===== config.mk =====
export PLATFORM = sky130hd
export DESIGN_NAME = midi_channel_volume_scaler_top
export DESIGN_NICKNAME = d
export VERILOG_FILES = /design/src/hdl/mcvs_pkg.sv /design/src/hdl/mcvs_vol_store.sv /design/src/hdl/mcvs_scaler.sv /design/src/hdl/mcvs_seq.sv /design/src/hdl/midi_channel_volume_scaler_top.sv
export SDC_FILE = /design/constraint.sdc
export NUM_CORES = 1
export LEC_CHECK = 0
export BUFFER_PORTS_ARGS = -buffer_cell sky130_fd_sc_hd__buf_4
export CORE_ASPECT_RATIO = 1.1
export CORE_UTILIZATION = 56
export DETAILED_ROUTE_END_ITERATION = 8
export PLACE_DENSITY = 0.85
export SYNTH_ARGS = -nofsm -noshare
export SYNTH_HDL_FRONTEND = slang
export SYNTH_SLANG_ARGS = --single-unit

===== constraint.sdc =====
create_clock -name clock -period 8 [get_ports clock]
set_clock_uncertainty 0.1 [all_clocks]
set_input_delay 1.6 -clock clock [delete_from_list [all_inputs] [get_ports clock]]
set_output_delay 1.6 -clock clock [all_outputs]
set_load 0.05 [all_outputs]

===== src/hdl/mcvs_pkg.sv =====
// ----------------------------------------------------------------------------
// mcvs_pkg
// Shared types and constants of the MIDI channel volume scaler.
// ----------------------------------------------------------------------------
package mcvs_pkg;

   localparam int unsigned MASTER_W = 9;
   localparam int unsigned VOL_W    = 8;
   localparam int unsigned CHAN_W   = 4;

   localparam logic [MASTER_W-1:0] MASTER_FULL = 9'd256;
   localparam logic [VOL_W-1:0]    VOL_MAX     = 8'd127;
   localparam logic [7:0]          META_STATUS = 8'hFF;
   localparam logic [7:0]          CC_STATUS   = 8'hB0;
   localparam logic [7:0]          CC_VOLUME   = 8'h07;
   localparam logic [7:0]          HIGH_NIBBLE = 8'hF0;
   localparam logic [7:0]          LOW_NIBBLE  = 8'h0F;
   localparam logic [1:0]          LEN_CC      = 2'd3;

   typedef enum logic [1:0] {
      OP_FILTER = 2'd0,
      OP_RESET  = 2'd1,
      OP_SWEEP  = 2'd2
   } opcode_type;

   typedef struct packed {
      logic [1:0] opcode;
      logic [1:0] msg_length;
      logic [7:0] msg_status;
      logic [7:0] msg_data_one;
      logic [7:0] msg_data_two;
   } req_data_type;

   typedef struct packed {
      logic [1:0] out_length;
      logic [7:0] out_status;
      logic [7:0] out_data_one;
      logic [7:0] out_data_two;
      logic       last_of_run;
   } rsp_data_type;

   typedef struct packed {
      logic              wr_en;
      logic              set_all;
      logic [CHAN_W-1:0] chan;
      logic [VOL_W-1:0]  vol;
   } store_ctl_type;

endpackage


===== src/hdl/mcvs_vol_store.sv =====
// ----------------------------------------------------------------------------
// mcvs_vol_store
// Requested volume per channel: single write, preset of all channels, one
// read port addressed by the sweep counter.
// ----------------------------------------------------------------------------
module mcvs_vol_store
   import mcvs_pkg::*;
#(
   parameter int CHANNELS = 16
) (
   input  logic                                        clock,
   input  logic                                        reset,
   input  store_ctl_type                               ctl,
   input  logic [(CHANNELS > 1 ? $clog2(CHANNELS) : 1)-1:0] rd_addr,
   output logic [VOL_W-1:0]                            rd_data
);

   localparam int CH_W = CHANNELS > 1 ? $clog2(CHANNELS) : 1;

   logic [VOL_W-1:0] vol_ff [CHANNELS];
   logic             chan_ok;

   assign chan_ok = {1'b0, ctl.chan} < (CHAN_W + 1)'(CHANNELS);
   assign rd_data = vol_ff[rd_addr];

   always_ff @(posedge clock) begin
      if (reset) begin
         for (int i = 0; i < CHANNELS; i++) begin
            vol_ff[i] <= '0;
         end
      end else if (ctl.set_all) begin
         for (int i = 0; i < CHANNELS; i++) begin
            vol_ff[i] <= VOL_MAX;
         end
      end else if (ctl.wr_en && chan_ok) begin
         vol_ff[ctl.chan[CH_W-1:0]] <= ctl.vol;
      end
   end

endmodule


===== src/hdl/mcvs_scaler.sv =====
// ----------------------------------------------------------------------------
// mcvs_scaler
// Shared scaling unit: saturate master, multiply, round half up, cap at 127.
// ----------------------------------------------------------------------------
module mcvs_scaler
   import mcvs_pkg::*;
(
   input  logic [MASTER_W-1:0] master,
   input  logic [VOL_W-1:0]    vol,
   output logic [VOL_W-1:0]    scaled
);

   logic [MASTER_W-1:0]       master_sat;
   logic [MASTER_W+VOL_W-1:0] product;
   logic [MASTER_W+VOL_W-1:0] rounded;
   logic [MASTER_W-1:0]       shifted;

   assign master_sat = (master > MASTER_FULL) ? MASTER_FULL : master;
   assign product    = (MASTER_W + VOL_W)'(master_sat) * (MASTER_W + VOL_W)'(vol);
   assign rounded    = product + (MASTER_W + VOL_W)'(128);
   assign shifted    = rounded[MASTER_W+VOL_W-1:8];
   assign scaled     = (shifted > MASTER_W'(VOL_MAX)) ? VOL_MAX : shifted[VOL_W-1:0];

endmodule


===== src/hdl/mcvs_seq.sv =====
// ----------------------------------------------------------------------------
// mcvs_seq
// Sequencer: decode transactions, pass messages through, step the channel
// sweep through the shared scaler and hold the result register.
// ----------------------------------------------------------------------------
module mcvs_seq
   import mcvs_pkg::*;
#(
   parameter int CHANNELS = 16
) (
   input  logic                                        clock,
   input  logic                                        reset,
   input  logic                                        req_valid,
   output logic                                        req_ready,
   input  req_data_type                                req_data,
   output logic                                        rsp_valid,
   input  logic                                        rsp_ready,
   output rsp_data_type                                rsp_data,
   output store_ctl_type                               store_ctl,
   output logic [(CHANNELS > 1 ? $clog2(CHANNELS) : 1)-1:0] rd_addr,
   input  logic [VOL_W-1:0]                            scaled
);

   localparam int CH_W = CHANNELS > 1 ? $clog2(CHANNELS) : 1;

   typedef enum logic {
      ST_IDLE,
      ST_SWEEP
   } state_type;

   state_type    state_ff, state_in;
   logic [CH_W-1:0] cnt_ff, cnt_in;
   logic         rsp_valid_ff, rsp_valid_in;
   rsp_data_type rsp_data_ff, rsp_data_in;

   logic slot_free;
   logic accept;
   logic is_cc;
   logic cnt_last;

   assign slot_free = !rsp_valid_ff || rsp_ready;
   assign req_ready = (state_ff == ST_IDLE) && slot_free;
   assign accept    = req_valid && req_ready;
   assign rsp_valid = rsp_valid_ff;
   assign rsp_data  = rsp_data_ff;
   assign rd_addr   = cnt_ff;
   assign cnt_last  = cnt_ff == CH_W'(CHANNELS - 1);

   assign is_cc = (req_data.msg_length == LEN_CC)
               && ((req_data.msg_status & HIGH_NIBBLE) == CC_STATUS)
               && (req_data.msg_data_one == CC_VOLUME);

   always_comb begin
      state_in     = state_ff;
      cnt_in       = cnt_ff;
      rsp_valid_in = rsp_valid_ff && !rsp_ready;
      rsp_data_in  = rsp_data_ff;
      store_ctl    = '0;
      store_ctl.chan = 4'(req_data.msg_status & LOW_NIBBLE);
      store_ctl.vol  = req_data.msg_data_two;
      unique case (state_ff)
         ST_IDLE: begin
            if (accept) begin
               unique case (req_data.opcode)
                  OP_FILTER: begin
                     if (req_data.msg_length == 2'd0 || req_data.msg_status == META_STATUS) begin
                        state_in = ST_IDLE;
                     end else if (is_cc) begin
                        store_ctl.wr_en = 1'b1;
                        cnt_in          = '0;
                        state_in        = ST_SWEEP;
                     end else begin
                        rsp_valid_in             = 1'b1;
                        rsp_data_in.out_length   = req_data.msg_length;
                        rsp_data_in.out_status   = req_data.msg_status;
                        rsp_data_in.out_data_one = (req_data.msg_length >= 2'd2)
                                                   ? req_data.msg_data_one : 8'd0;
                        rsp_data_in.out_data_two = (req_data.msg_length >= 2'd3)
                                                   ? req_data.msg_data_two : 8'd0;
                        rsp_data_in.last_of_run  = 1'b1;
                     end
                  end
                  OP_RESET: begin
                     store_ctl.set_all = 1'b1;
                     cnt_in            = '0;
                     state_in          = ST_SWEEP;
                  end
                  OP_SWEEP: begin
                     cnt_in   = '0;
                     state_in = ST_SWEEP;
                  end
                  default: begin
                     state_in = ST_IDLE;
                  end
               endcase
            end
         end
         ST_SWEEP: begin
            if (slot_free) begin
               rsp_valid_in             = 1'b1;
               rsp_data_in.out_length   = LEN_CC;
               rsp_data_in.out_status   = CC_STATUS + 8'(cnt_ff);
               rsp_data_in.out_data_one = CC_VOLUME;
               rsp_data_in.out_data_two = scaled;
               rsp_data_in.last_of_run  = cnt_last;
               if (cnt_last) begin
                  state_in = ST_IDLE;
               end else begin
                  cnt_in = cnt_ff + CH_W'(1);
               end
            end
         end
         default: begin
            state_in = ST_IDLE;
         end
      endcase
   end

   always_ff @(posedge clock) begin
      if (reset) begin
         state_ff     <= ST_IDLE;
         cnt_ff       <= '0;
         rsp_valid_ff <= 1'b0;
      end else begin
         state_ff     <= state_in;
         cnt_ff       <= cnt_in;
         rsp_valid_ff <= rsp_valid_in;
      end
      rsp_data_ff <= rsp_data_in;
   end

endmodule


===== src/hdl/midi_channel_volume_scaler_top.sv =====
// ----------------------------------------------------------------------------
// midi_channel_volume_scaler_top
// Filters MIDI messages and turns channel-volume changes into a scaled
// volume sweep over all channels.
// ----------------------------------------------------------------------------
// A pass-through message is accepted and its result transaction is presented
// the next cycle. Opcodes 1 and 2 and a channel-volume change are accepted and
// then sweep all CHANNELS channels, one result transaction per cycle while
// rsp_ready stays high, as the sweep counter steps the one shared scaler
// through the volume store; req_ready is low for the whole sweep.
// Dropped messages and opcode 3 are accepted and give no result.
// master_volume sits at byte address 0 of the register port.
module midi_channel_volume_scaler_top
   import mcvs_pkg::*;
#(
   parameter int CHANNELS = 16
) (
   input  logic         clock,
   input  logic         reset,
   input  logic         req_valid,
   output logic         req_ready,
   input  req_data_type req_data,
   output logic         rsp_valid,
   input  logic         rsp_ready,
   output rsp_data_type rsp_data,
   input  logic         psel,
   input  logic         penable,
   input  logic         pwrite,
   input  logic [2:0]   paddr,
   input  logic [31:0]  pwdata,
   output logic [31:0]  prdata,
   output logic         pready
);

   localparam int CH_W = CHANNELS > 1 ? $clog2(CHANNELS) : 1;

   logic [MASTER_W-1:0] master_ff, master_in;
   store_ctl_type       store_ctl;
   logic [CH_W-1:0]     rd_addr;
   logic [VOL_W-1:0]    rd_data;
   logic [VOL_W-1:0]    scaled;
   logic                csr_write;
   logic                csr_hit;

   assign pready    = 1'b1;
   assign csr_hit   = paddr[2] == 1'b0;
   assign csr_write = psel && penable && pwrite && pready && csr_hit;
   assign master_in = csr_write ? pwdata[MASTER_W-1:0] : master_ff;
   assign prdata    = csr_hit ? 32'(master_ff) : 32'd0;

   always_ff @(posedge clock) begin
      if (reset) begin
         master_ff <= MASTER_FULL;
      end else begin
         master_ff <= master_in;
      end
   end

   mcvs_vol_store #(
      .CHANNELS (CHANNELS)
   ) u_store (
      .clock   (clock),
      .reset   (reset),
      .ctl     (store_ctl),
      .rd_addr (rd_addr),
      .rd_data (rd_data)
   );

   mcvs_scaler u_scaler (
      .master (master_ff),
      .vol    (rd_data),
      .scaled (scaled)
   );

   mcvs_seq #(
      .CHANNELS (CHANNELS)
   ) u_seq (
      .clock     (clock),
      .reset     (reset),
      .req_valid (req_valid),
      .req_ready (req_ready),
      .req_data  (req_data),
      .rsp_valid (rsp_valid),
      .rsp_ready (rsp_ready),
      .rsp_data  (rsp_data),
      .store_ctl (store_ctl),
      .rd_addr   (rd_addr),
      .scaled    (scaled)
   );

endmodule

Word-level counts from Yosys, hierarchy flattened
Memory sizes are Yosys's and may differ from the RTL's. A register that Yosys moved wholly into a read port is not among the register bits. Index checks and enable logic that the tools add are counted.

Register bits after elaboration: 42. RAM bits: 128. Input bits: 70. Output and inout port bits: 62. Logic and storage cells: 135. Memories: 1.

Memories: u_store.vol_ff (depth 16, bits a word 8, rd ports 1, clocked after Yosys merged registers in 1, write ports 16, RTL line mcvs_vol_store.sv:20) `logic [VOL_W-1:0] vol_ff [CHANNELS];`.

Add/subtract/negate cells: 3. Multiply operators: 1. Magnitude comparators: 4. Eq/ne operators: 16. Muxes and demuxes: 65. Bitwise gates (word level): 18. Reductions and logical operators: 18.

Operator list (number): $mux W8 (20); $mux W27 (5); $pmux W27 S2 (1); $mux W4 (8); $mux W1 (22); $mux W9 (2); $add A17 B8 Y17 const B (1); $mul A9 B8 Y17 (1); $or A1 B1 Y1 (16); $pmux W4 S2 (2); $ne A2 B2 Y1 const B (5); $gt A9 B7 Y1 const B (1); $gt A9 B9 Y1 const B (1); $add A8 B4 Y8 const A (1); $eq A4 B4 Y1 const B (2); $eq A8 B3 Y1 const B (1); $eq A8 B8 Y1 const B (1); $logic_and A1 B1 Y1 (8); $reduce_or A8 Y1 (1); $ne A3 B3 Y1 const B (2); $pmux W1 S2 (3); $reduce_and A6 Y1 (1); $reduce_and A5 Y1 (1); $add A4 B1 Y4 const B (1); 11 further kinds (18).

Logic depth before layout (Yosys ltp)
Gate-level depths: netlist (run 1).

Word-level depth: 14. Depth in mapped cells: 23. Depth with buffers taken out: 20.

Cells and area by module
A second synthesis (run 1) with hierarchy kept.

Cell total of the unflattened synthesis: 933. Area total of the unflattened synthesis: 10827.9 µm².

Modules (own cells, without submodules): mcvs_vol_store (times used 1, cells an instance 426, area an instance 6102.1 µm², seq. area each 3843.7 µm²); mcvs_scaler (times used 1, cells an instance 280, area an instance 2398.6 µm², seq. area each 0.0 µm²); mcvs_seq (times used 1, cells an instance 153, area an instance 1657.8 µm², seq. area each 930.9 µm²); midi_channel_volume_scaler_top (times used 1, cells an instance 74, area an instance 669.4 µm², seq. area each 180.2 µm²).

Worst setup path after synthesis (run 1)
Ideal clock, no wire load.

Kind: reg2reg. Start: register (tool-made name). End: register u_seq.rsp_data_ff (netlist bit u_seq.rsp_data[4]) (data pin). Setup time: 0.259 ns. Data arrival time: 5.952 ns. Path slack: 1.689 ns. Stages on the path, launching flop included: 22. Path buffers: 3. Cell sequence: dfxtp_1 buf_2 buf_4 buf_2 mux4_2 mux2i_1 nand2_1 o21ai_1 nor2_1 fa_1 fa_1 fa_1 inv_1 fa_1 inv_1 ha_1 and3_1 and4_1 a211oi_1 o21ai_0 mux2i_1 a211o_1.

RTL lines: end signal: assignment (RTL line mcvs_seq.sv:129) `rsp_data_ff <= rsp_data_in;`; end: declaration (RTL line mcvs_seq.sv:34) `rsp_data_type rsp_data_ff, rsp_data_in;`.

==> summary.txt, run 1 <==
Status
  – Result of the run: finished clean

Critical path
  – Arrival time worst endpoint: between 7000 and 8000 ps
  – FF-to-FF path depth: 18
  – CP peak stage delay: roughly 680 ps
  – Reg2reg setup slack: 760 ps
  – Crit path launch type: flip-flop
  – WP data required: a little over 8000 ps
  – CP max-delay cell: dfxtp_2
  – Crit Path Class: reg2reg
  – Worst R2R End: u_seq.rsp_data[2]$_DFFE_PP_
  – Worst-path maximum fanout: 14
  – CP Cell Sequence: buf_4 > mux4_2 > mux2_2 > o21ai_1 > nor2_1 > fa_1 > fa_1 > fa_1 > inv_1 > fa_1 > inv_1 > ha_1 > and3_1 > and4_1 > a211oi_1 > o21ai_0 > mux2i_1 > a221o_1
  – CP endpoint kind: flip-flop
  – Worst path most repeated cell: fa_1

Global routing
  – Largest net degree at the start of global routing: 71
  – Initial antenna violation count: 0
  – Total global-route track usage: 0.262
  – Number of global-route vias before repair: 7202
  – First-pass GRT wire length: 37.8 mm
  – Total grt overflow: 0

Cells and area
  – Area Overhead vs Synth: 12.3%
  – Core Util, Final: 0.641
  – Total Nets Final: 1086
  – Antenna diodes: 0
  – Layout cells sized above 1: 0.224

Routing
  – Via count: 7163
  – Drt wl/cell: between 20 and 25 um
  – Post-route ant nets: 0
  – Avg Vias per Cell: ~6
  – Total Wirelength: roughly 24 mm
  – Initial drt markers: between 500 and 600
  – First-pass DRT Iterations: 6
  – Detailed-route DRC error count: 0

STA
  – Post-Route Setup TNS: 0 ps
  – Setup-failing EPs final: 0
  – Max Fclk: 0.138 GHz
  – RSZ-0062 raised after global routing: false
  – Fin crit period: 7240 ps
  – Slew margin rel.: 0.175
  – Worst-Margin Slew: approximately 1200 ps
  – Period utilization: 0.906
  – Fin. Hold Viols: 0
  – Slew Viols, Final: 0

CTS
  – H-tree Lvls: 4
  – Resize count post-CTS: 0
  – Post-CTS Hold Fix Bufs: 0
  – CTS buffer count: 17
  – Clk sinks: around 170
  – Max Root-Sink Buffers: 2
  – Clk slew on worst S/H paths: 60 ps
  – CTS root buffer: clkbuf_16
  – Worst skew pair latency: 430 ps
  – Setup Buffers After CTS: 0
  – TritonCTS clock tree: yes

Place
  – Port bufs: 82
  – DP HPWL: roughly 17 mm
  – Routability congestion estimate: 0.843

Synthesis
  – Mapped Cells: 861
  – Yosys warnings: 0
  – Leading area contributor after synthesis: edfxtp_1
  – Post-synth EDFFs: 155
  – Top FF cell, synth: edfxtp_1
  – #FFs+latches synth: 174
  – Sequential fraction of the synthesis area: 0.479
  – Most area-consuming cells after synthesis: edfxtp_1 (44%), fa_1 (7.8%), mux4_2 (7.1%), a21o_1 (5.2%), ha_1 (5.1%)
  – Synthesized cell area: 0.0105 mm^2
  – Async SR Flop Fraction: 0
  – Top cell type's share of synthesized area: 0.442
  – Cell variety after synth: 57
  – Syn avg cell area: 12.2 um^2

Pwr
  – PwrDens: 181 mW/mm^2
  – Worst VDD drop: 0.167 mV
  – LEAKAGE: 0.00531 uW

Floorplan
  – Initial core utilization: 0.571
  – Die Width: 133 um
  – Die Y: 146 um
  – Core Area: roughly 0.018 mm^2
  – Cell Rows: 52
  – # IOs: 132
  – Die area: about 0.019 mm^2

Min path
  – Hold Path Sink: master_ff[0]$_SDFFE_PP0P_
  – Worst Hold Launch: master_ff[0]$_SDFFE_PP0P_
  – Hold Path Class: reg2reg
  – Hold path cells: 2

Flow run
  – Max-cap violations: 0
## cells in the mapped netlist (2+ instances only)
master      n
and3_1      4
and4_1      3
xnor2_1     4
nand4_1     3
edfxtp_1  155
nand3_1     9
nor2_4      6
or2_2      13
nand4b_1    2
nor2_2      6
o21ai_0    19
buf_2       3
buf_4      26
o211ai_1    2
dfxtp_1    19
mux2i_1     8
o21ai_1     7
a211o_1     2
buf_1       5
ha_1       43
nor2_1     62
fa_1       41
inv_1      61
clkbuf_1   34
a21oi_1    66
and2_1     24
conb_1      2
xor2_1      5
a221o_1     6
nor3b_1     2
o21bai_1    2
nand2_1    49
nor2b_1    16
mux4_2     33
nand2b_1   10
a21o_1     73
mux2_2     12
nor3_4      4
nand4b_4    2
## per-layer routing
layer | routed length [um] | track usage
met1 | 8650 | 0.306
met2 | 13100 | 0.456
met3 | 1590 | 0.0515
met4 | 940 | 0.136
met5 | 0 | 0
## cells in the final DEF, fill, tap and decap left out, types with 3 or more instances in the layout
cell | Yosys | layout
a21o_1 | 73 | 73
a21oi_1 | 66 | 65
a221o_1 | 6 | 6
and2_1 | 24 | 24
and3_1 | 4 | 4
and4_1 | 3 | 3
buf_4 | 26 | 99
clkbuf_16 | 0 | 17
clkinv_1 | 0 | 3
clkinvlp_4 | 0 | 4
conb_1 | 2 | 24
dfxtp_1 | 19 | 18
edfxtp_1 | 155 | 155
fa_1 | 41 | 41
ha_1 | 43 | 43
inv_1 | 61 | 61
inv_6 | 0 | 3
mux2_2 | 12 | 12
mux2i_1 | 8 | 8
mux4_2 | 33 | 33
nand2_1 | 49 | 49
nand2b_1 | 10 | 10
nand3_1 | 9 | 9
nand4_1 | 3 | 3
nor2_1 | 62 | 62
nor2_2 | 6 | 6
nor2_4 | 6 | 6
nor2b_1 | 16 | 16
nor3_4 | 4 | 4
o21ai_0 | 19 | 19
o21ai_1 | 7 | 7
or2_2 | 13 | 13
xnor2_1 | 4 | 4
xor2_1 | 5 | 5
## kinds of logic (layout without fill, tap and decap cells)
logic type,count (synthesis),after routing,share of synthesized area
buf+inv,131,193,0.0573
mux,53,53,0.0911
xor+xnor,9,9,0.00749
other cells,2,24,0.000714
flops,174,174,0.479
fa+ha+maj,84,84,0.129
compound gates,183,183,0.112
simple gates,225,225,0.124
## report_power, final
group	switching, uW	internal [uW]	leakage [uW]
Combinational	207	107	0.00335
Sequential	20.1	1050	0.00172
Clock	356	397	0.000245
Total	583	1560	0.00531
## critical path: cells and delay by family (launching register included)
| family | cells | cell delay, ps |
|---|---|---|
| compound gates | 4 | 1700 |
| fa+ha+maj | 5 | 2520 |
| buf+inv | 3 | 360 |
| flops | 1 | 680 |
| mux | 3 | 1090 |
| simple gates | 3 | 540 |
## state kept, by name, indices dropped and copies added, names as in the netlist, named ones only
name / flops
u_seq.rsp_valid: 1
master_ff: 9
u_seq.state_ff: 1
u_store.vol_ff: 128
u_seq.rsp_data: 27
u_seq.rd_addr: 4
## worst max path at each step
stage | startpoint | end | slack (ps) | cells past startpoint
after detailed placement | flip-flop | u_seq.rsp_data[2]$_DFFE_PP_ | 860 | 18
after CTS | flip-flop | u_seq.rsp_data[2]$_DFFE_PP_ | 810 | 18
final | flip-flop | u_seq.rsp_data[2]$_DFFE_PP_ | 760 | 18
after floorplan | flip-flop | u_seq.rsp_data[4]$_DFFE_PP_ | 1690 | 21
after global routing | flip-flop | u_seq.rsp_data[2]$_DFFE_PP_ | 490 | 18
after global placement | flip-flop | u_seq.rsp_data[5]$_DFFE_PP_ | 970 | 18
## stage by stage
step	hold WS [ps]	instance area [um^2]	cells	total power [uW]	setup slack, ps
detailed placement	380	11300	1156	1400	856
floorplan	345	10600	883	1310	1690
global route	419	11800	1188	2200	494
global placement	377	11300	1156	1390	966
CTS	388	11800	1188	2140	813
finish	388	11800	1188	2140	756
## area by class of cell
class | instances | area (um^2)
sequential | 174 | 5040
timing repair buffer | 99 | 743
inverter | 62 | 235
fill | 1377 | 6600
clock inverter | 13 | 88.8
multi-input combinational | 578 | 4970
clock buffer | 19 | 433
tap | 243 | 304
No activity file was read; power rests on OpenSTA's default activity.
==> inputs of run 2 (changes only) <==
REMOVE_ABC_BUFFERS = 1   (was default)
==> summary.txt, run 2 (synthesized netlist as in run 1, its figures left out) <==
STA
  – Worst-Margin Slew: 1230 ps (+5.97 ps)
  – Setup-failing EPs final: 0 (unchanged)
  – Max Fclk: 0.137 GHz (-0.65%)
  – Fin. Hold Viols: 0 (unchanged)
  – RSZ-0062 raised after global routing: false
  – Period utilization: 0.911 (+0.00594)
  – Slew margin rel.: 0.171 (-0.00402)
  – Smallest hold slack: 382 ps (-6.10 ps)
  – Fin crit period: 7290 ps (+47.5 ps)
  – Slew Viols, Final: 0 (unchanged)
  – Post-Route Setup TNS: 0 ps (unchanged)

Floorplan
  – # IOs: 132 (unchanged)
  – Initial core utilization: 0.571 (unchanged)
  – Die area: 0.0193 mm^2 (unchanged)
  – Die Y: 146 um (unchanged)
  – Die Width: 133 um (unchanged)
  – Core Area: 0.0184 mm^2 (unchanged)
  – Cell Rows: 52 (unchanged)

Critical path
  – Worst-path maximum fanout: 14 (unchanged)
  – CP peak stage delay: 610 ps (-70 ps)
  – CP endpoint kind: flip-flop
  – CP top delay family: adder cells
  – CP max-delay cell: dfxtp_2
  – WP data required: 8190 ps (+110 ps)
  – Crit path launch type: flip-flop
  – Crit Path Class: reg2reg
  – Worst path buffer plus inverter count: 4 (+1)
  – Worst path most repeated cell: fa_1
  – CP Cell Sequence: buf_4 > buf_4 > mux4_2 > mux2i_1 > nand2_1 > o21ai_1 > nor2_1 > fa_1 > fa_1 > fa_1 > inv_1 > fa_1 > inv_1 > ha_1 > and3_1 > and4_1 > a211oi_1 > o21ai_0 > mux2i_1 > a221o_1
  – Arrival time worst endpoint: 7480 ps (+150 ps)
  – Reg2reg setup slack: 710 ps (-50 ps)
  – Worst R2R End: u_seq.rsp_data[7]$_DFFE_PP_
  – FF-to-FF path depth: 20 (+2)

Global routing
  – Largest net degree at the start of global routing: 71 (unchanged)
  – Number of global-route vias before repair: 7024 (-2.5%)
  – Total grt overflow: 0 (unchanged)
  – Initial antenna violation count: 0 (unchanged)
  – First-pass GRT wire length: 37.3 mm (-1.3%)
  – Total global-route track usage: 0.254 (-0.00742)

Cells and area
  – Most flop-heavy register: u_store.vol_ff
  – Most common cell after layout, fill and taps aside: edfxtp_1
  – Total Nets Final: 1079 (-0.64%)
  – Max FFs per register: 128 (unchanged)
  – Commonest cells after routing, fill and taps aside: edfxtp_1 (155), buf_4 (92), a21o_1 (73), a21oi_1 (65), nor2_1 (62)
  – Layout cells sized above 1: 0.223 (-0.00152)
  – Filler instances: 1353 (-1.7%)
  – Antenna diodes: 0 (unchanged)
  – Area Overhead vs Synth: 12.6%

Routing
  – Total Wirelength: 23.4 mm (-3.6%)
  – Drt wl/cell: 19.8 um (-3.1%)
  – First-pass DRT Iterations: 6 (unchanged)
  – Initial drt markers: 535 (-8.7%)
  – Via count: 6972 (-2.7%)
  – Post-route ant nets: 0 (unchanged)
  – Detailed-route DRC error count: 0 (unchanged)
  – Avg Vias per Cell: 5.90 (-2.1%)

Min path
  – Hold path cells: 2 (unchanged)
  – Hold Path Class: reg2reg
  – Hold Path Sink: master_ff[3]$_SDFFE_PP0P_
  – Worst Hold Launch: master_ff[3]$_SDFFE_PP0P_

CTS
  – CTS root buffer: clkbuf_16
  – Post-CTS Hold Fix Bufs: 0 (unchanged)
  – Clk slew on worst S/H paths: 70 ps (about the same)
  – TritonCTS clock tree: yes
  – Worst skew pair latency: 430 ps (about the same)
  – Resize count post-CTS: 0 (unchanged)
  – Clk sinks: 174 (unchanged)
  – CTS buffer count: 17 (unchanged)
  – Setup Buffers After CTS: 0 (unchanged)
  – H-tree Lvls: 4 (unchanged)
  – Max Root-Sink Buffers: 2 (unchanged)

Pwr
  – Worst VDD drop: 0.198 mV (+19%)
  – Net Sw Power: 578 uW (-0.85%)
  – Clk pwr share: 0.377 (+0.025)
  – Gate power share: 0.139 (-0.008)
  – PwrDens: 187 mW/mm^2 (+3.4%)
  – Tot Pwr: 2220 uW (+3.7%)
  – Sw Share: 0.261 (-0.0120)
  – LEAKAGE: 0.00534 uW (+0.53%)
  – Reg power frac: 0.484 (-0.017)
  – Internal Power: 1640 uW (+5.4%)

Status
  – Result of the run: finished clean

Flow run
  – Max-cap violations: 0 (unchanged)

Place
  – DP HPWL: 16.6 mm (-2.7%)
  – Port bufs: 82 (unchanged)
  – Routability congestion estimate: 0.865 (+2.6%)
[run 2: cell types whose count changed in the layout (fill, tap and decap cells not counted), sizes merged]
cell / delta
buf: -7
clkbuf: +4
clkinvlp: -4
[run 2: per-stage QoR]
| step | worst slack (ps) | instance area (um^2) | cells | utilization |
|---|---|---|---|---|
| 4_1_cts | 741 | 11800 | 1181 | 0.643 |
| 5_1_grt | 280 | 11800 | 1181 | 0.643 |
| 3_5_place_dp | 784 | 11200 | 1149 | 0.610 |
| 2_1_floorplan | 918 | 10200 | 814 | - |
| 6_report | 708 | 11800 | 1181 | 0.643 |
| 3_3_place_gp | 915 | 11200 | 1149 | 0.610 |
[run 2: worst reg2reg max path: stages, from the launching register on]
cell	delay [ps]
dfxtp_2	610
buf_4	360
buf_4	210
mux4_2	500
mux2i_1	230
nand2_1	80
o21ai_1	440
nor2_1	160
fa_1	600
fa_1	450
fa_1	550
inv_1	60
fa_1	530
inv_1	40
ha_1	380
and3_1	230
and4_1	200
a211oi_1	450
o21ai_0	220
mux2i_1	510
a221o_1	230
[run 2: worst max-delay path by stage]
| stage | cells after the start | end | startpoint |
|---|---|---|---|
| after floorplan | 17 | u_seq.rsp_data[4]$_DFFE_PP_ | flip-flop |
| after global placement | 20 | u_seq.rsp_data[7]$_DFFE_PP_ | flip-flop |
| after detailed placement | 20 | u_seq.rsp_data[7]$_DFFE_PP_ | flip-flop |
| after CTS | 20 | u_seq.rsp_data[7]$_DFFE_PP_ | flip-flop |
| after global routing | 20 | u_seq.rsp_data[7]$_DFFE_PP_ | flip-flop |
| final | 20 | u_seq.rsp_data[7]$_DFFE_PP_ | flip-flop |
[run 2: power by group through the flow]
stage / combinational, uW / clock (uW) / sequential, uW
floorplan: 161 / 0 / 1130
global placement: 298 / 0 / 1090
detailed placement: 306 / 0 / 1090
CTS: 309 / 843 / 1070
global route: 329 / 873 / 1080
finish: 309 / 836 / 1070
[run 2: layout make-up]
type / instances / area, um^2 / share of cell area
clock inverter: 9 / 65.1 / 0.00549
inverter: 62 / 235 / 0.0199
multi-input combinational: 578 / 4970 / 0.420
clock buffer: 23 / 543 / 0.0458
sequential: 174 / 5040 / 0.425
timing repair buffer: 92 / 691 / 0.0583
tap: 243 / 304 / 0.0257
[run 2: layer usage]
layer | up-vias | track usage | part of all wire
li1 | 3169 | - | -
met4 | 0 | 0.103 | 0.035
met1 | 3457 | 0.314 | 0.38
met2 | 296 | 0.439 | 0.52
met3 | 50 | 0.0477 | 0.060
met5 | - | 0 | 0
==> inputs of run 3 (changes only) <==
clock period = 9.2 ns   (was 8 ns; I/O delays follow)
==> summary.txt, run 3 (synthesized netlist as in run 1, its figures left out) <==
Status
  – Result of the run: finished clean

STA
  – Period utilization: 0.796 (-0.115)
  – Fin crit period: 7320 ps (+32.4 ps)
  – Slew Viols, Final: 0 (unchanged)
  – RSZ-0062 raised after global routing: false
  – Slew margin rel.: 0.111 (-0.0601)
  – Post-Route Setup TNS: 0 ps (unchanged)
  – Fin. Hold Viols: 0 (unchanged)
  – Max Fclk: 0.137 GHz (-0.44%)
  – Worst-Margin Slew: 1330 ps (+103 ps)
  – Setup-failing EPs final: 0 (unchanged)

CTS
  – Resize count post-CTS: 0 (unchanged)
  – Post-CTS Hold Fix Bufs: 0 (unchanged)
  – Setup Buffers After CTS: 0 (unchanged)
  – CTS root buffer: clkbuf_16
  – TritonCTS clock tree: yes
  – Clk sinks: 174 (unchanged)
  – Worst skew pair latency: 440 ps (about the same)
  – Clk slew on worst S/H paths: 70 ps (about the same)
  – Max Root-Sink Buffers: 2 (unchanged)
  – CTS buffer count: 17 (unchanged)
  – H-tree Lvls: 4 (unchanged)

Global routing
  – Number of global-route vias before repair: 6921 (-1.5%)
  – Largest net degree at the start of global routing: 71 (unchanged)
  – Total global-route track usage: 0.246 (-0.00803)
  – Total grt overflow: 0 (unchanged)
  – First-pass GRT wire length: 35.7 mm (-4.5%)
  – Initial antenna violation count: 0 (unchanged)

Place
  – Placed cell areas: 0.0113 mm^2 (+0.15%)
  – DP HPWL: 16.1 mm (-3.0%)
  – Routability congestion estimate: 0.870 (+0.60%)
  – Port bufs: 82 (unchanged)

Cells and area
  – Final instance area: 0.0118 mm^2 (-0.25%)
  – Layout cells sized above 1: 0.224 (+0.00165)
  – Filler instances: 1386 (+2.4%)
  – Most flop-heavy register: u_store.vol_ff
  – Antenna diodes: 0 (unchanged)
  – Total Nets Final: 1081 (+0.19%)
  – Commonest cells after routing, fill and taps aside: edfxtp_1 (155), buf_4 (94), a21o_1 (73), a21oi_1 (65), nor2_1 (62)
  – Most common cell after layout, fill and taps aside: edfxtp_1
  – Max FFs per register: 128 (unchanged)
  – Area Overhead vs Synth: 12.3%

Floorplan
  – Die Y: 146 um (unchanged)
  – Die Width: 133 um (unchanged)
  – Cell Rows: 52 (unchanged)
  – # IOs: 132 (unchanged)
  – Initial core utilization: 0.571 (unchanged)
  – Core Area: 0.0184 mm^2 (unchanged)
  – Die area: 0.0193 mm^2 (unchanged)

Critical path
  – Worst path most repeated cell: fa_1
  – CP peak stage delay: 1050 ps (+440 ps)
  – Crit path launch type: flip-flop
  – Arrival time worst endpoint: 7410 ps (-70 ps)
  – CP max-delay cell: dfxtp_2
  – CP Cell Sequence: buf_4 > mux4_2 > mux2i_1 > nand2_1 > o21ai_1 > nor2_1 > fa_1 > fa_1 > fa_1 > inv_1 > fa_1 > inv_1 > ha_1 > and3_1 > and4_1 > a211oi_1 > o21ai_0 > mux2i_1 > a221o_1
  – WP data required: 9290 ps (+1100 ps)
  – Worst-path maximum fanout: 29 (+15)
  – CP endpoint kind: flip-flop
  – Crit Path Class: reg2reg

Pwr
  – LEAKAGE: 0.00531 uW (-0.65%)
  – Worst VDD drop: 0.143 mV (-28%)
  – PwrDens: 160 mW/mm^2 (-15%)

Min path
  – Hold Path Class: reg2reg

Routing
  – Initial drt markers: 600 (+12%)
  – Post-route ant nets: 0 (unchanged)
  – Avg Vias per Cell: 5.94 (+0.55%)
  – Via count: 7022 (+0.72%)
  – Detailed-route DRC error count: 0 (unchanged)
  – Drt wl/cell: 19.6 um (-1.2%)
  – First-pass DRT Iterations: 5 (-1)
  – Total Wirelength: 23.1 mm (-1.1%)

Flow run
  – Max-cap violations: 0 (unchanged)
[run 3: changes by cell type in the layout (fill, tap and decap cells not counted), moves of 2 or more]
cell        before  now
clkbuf_16       21   17
clkinvlp_4       0    4
clkinv_1         0    2
buf_4           92   94
clkinv_2         3    1
[run 3: path summary, 6_finish.rpt]
check	startpoint	endpoint	slack [ps]	cells after the start
max	flip-flop	u_seq.rsp_data[6]$_DFFE_PP_	1880	19
min	master_ff[4]$_SDFFE_PP0P_	master_ff[4]$_SDFFE_PP0P_	380	2
max reg2reg	flip-flop	u_seq.rsp_data[6]$_DFFE_PP_	1880	19
min reg2reg	master_ff[4]$_SDFFE_PP0P_	master_ff[4]$_SDFFE_PP0P_	380	2
[run 3: layout make-up]
type,count,area (um^2),area share
Sequential cell,174,5040,0.426
Tap cell,243,304,0.0257
Clock inverter,15,136,0.0115
Multi-Input combinational cell,578,4970,0.421
Inverter,62,235,0.0199
Timing Repair Buffer,94,706,0.0597
Clock buffer,17,425,0.0360
[run 3: worst max-delay path: cells and delay by family, from the launching register on]
| family | cells | cell delay (ps) |
|---|---|---|
| adders and majority gates | 5 | 2510 |
| AOI/OAI and AO/OA | 4 | 1290 |
| DFF | 1 | 1050 |
| muxes | 3 | 1020 |
| and+or+nand+nor | 4 | 670 |
| buffers and inverters | 3 | 390 |
[run 3: where the power goes]
| group | switching [uW] | internal (uW) | leakage [uW] |
|---|---|---|---|
| Sequential | 19.5 | 915 | 0.00172 |
| Clock | 314 | 375 | 0.000263 |
| Combinational | 175 | 91.6 | 0.00332 |
[run 3: per-stage QoR]
stage,util,hold WS (ps),power [uW],setup slack [ps],std cells
6_report,0.642,381,1890,1880,1183
5_1_grt,0.642,407,1940,1450,1183
2_1_floorplan,-,339,1120,2120,814
3_5_place_dp,0.611,372,1220,1910,1151
3_3_place_gp,0.611,368,1210,1960,1151
4_1_cts,0.642,382,1900,1870,1183
[run 3: layer usage]
| layer | up-vias | global-route usage | part of all wire |
|---|---|---|---|
| met5 | - | 0 | 0 |
| met4 | 0 | 0.130 | 0.039 |
| met3 | 66 | 0.0376 | 0.069 |
| met2 | 295 | 0.420 | 0.52 |
| met1 | 3504 | 0.302 | 0.37 |
| li1 | 3157 | - | - |
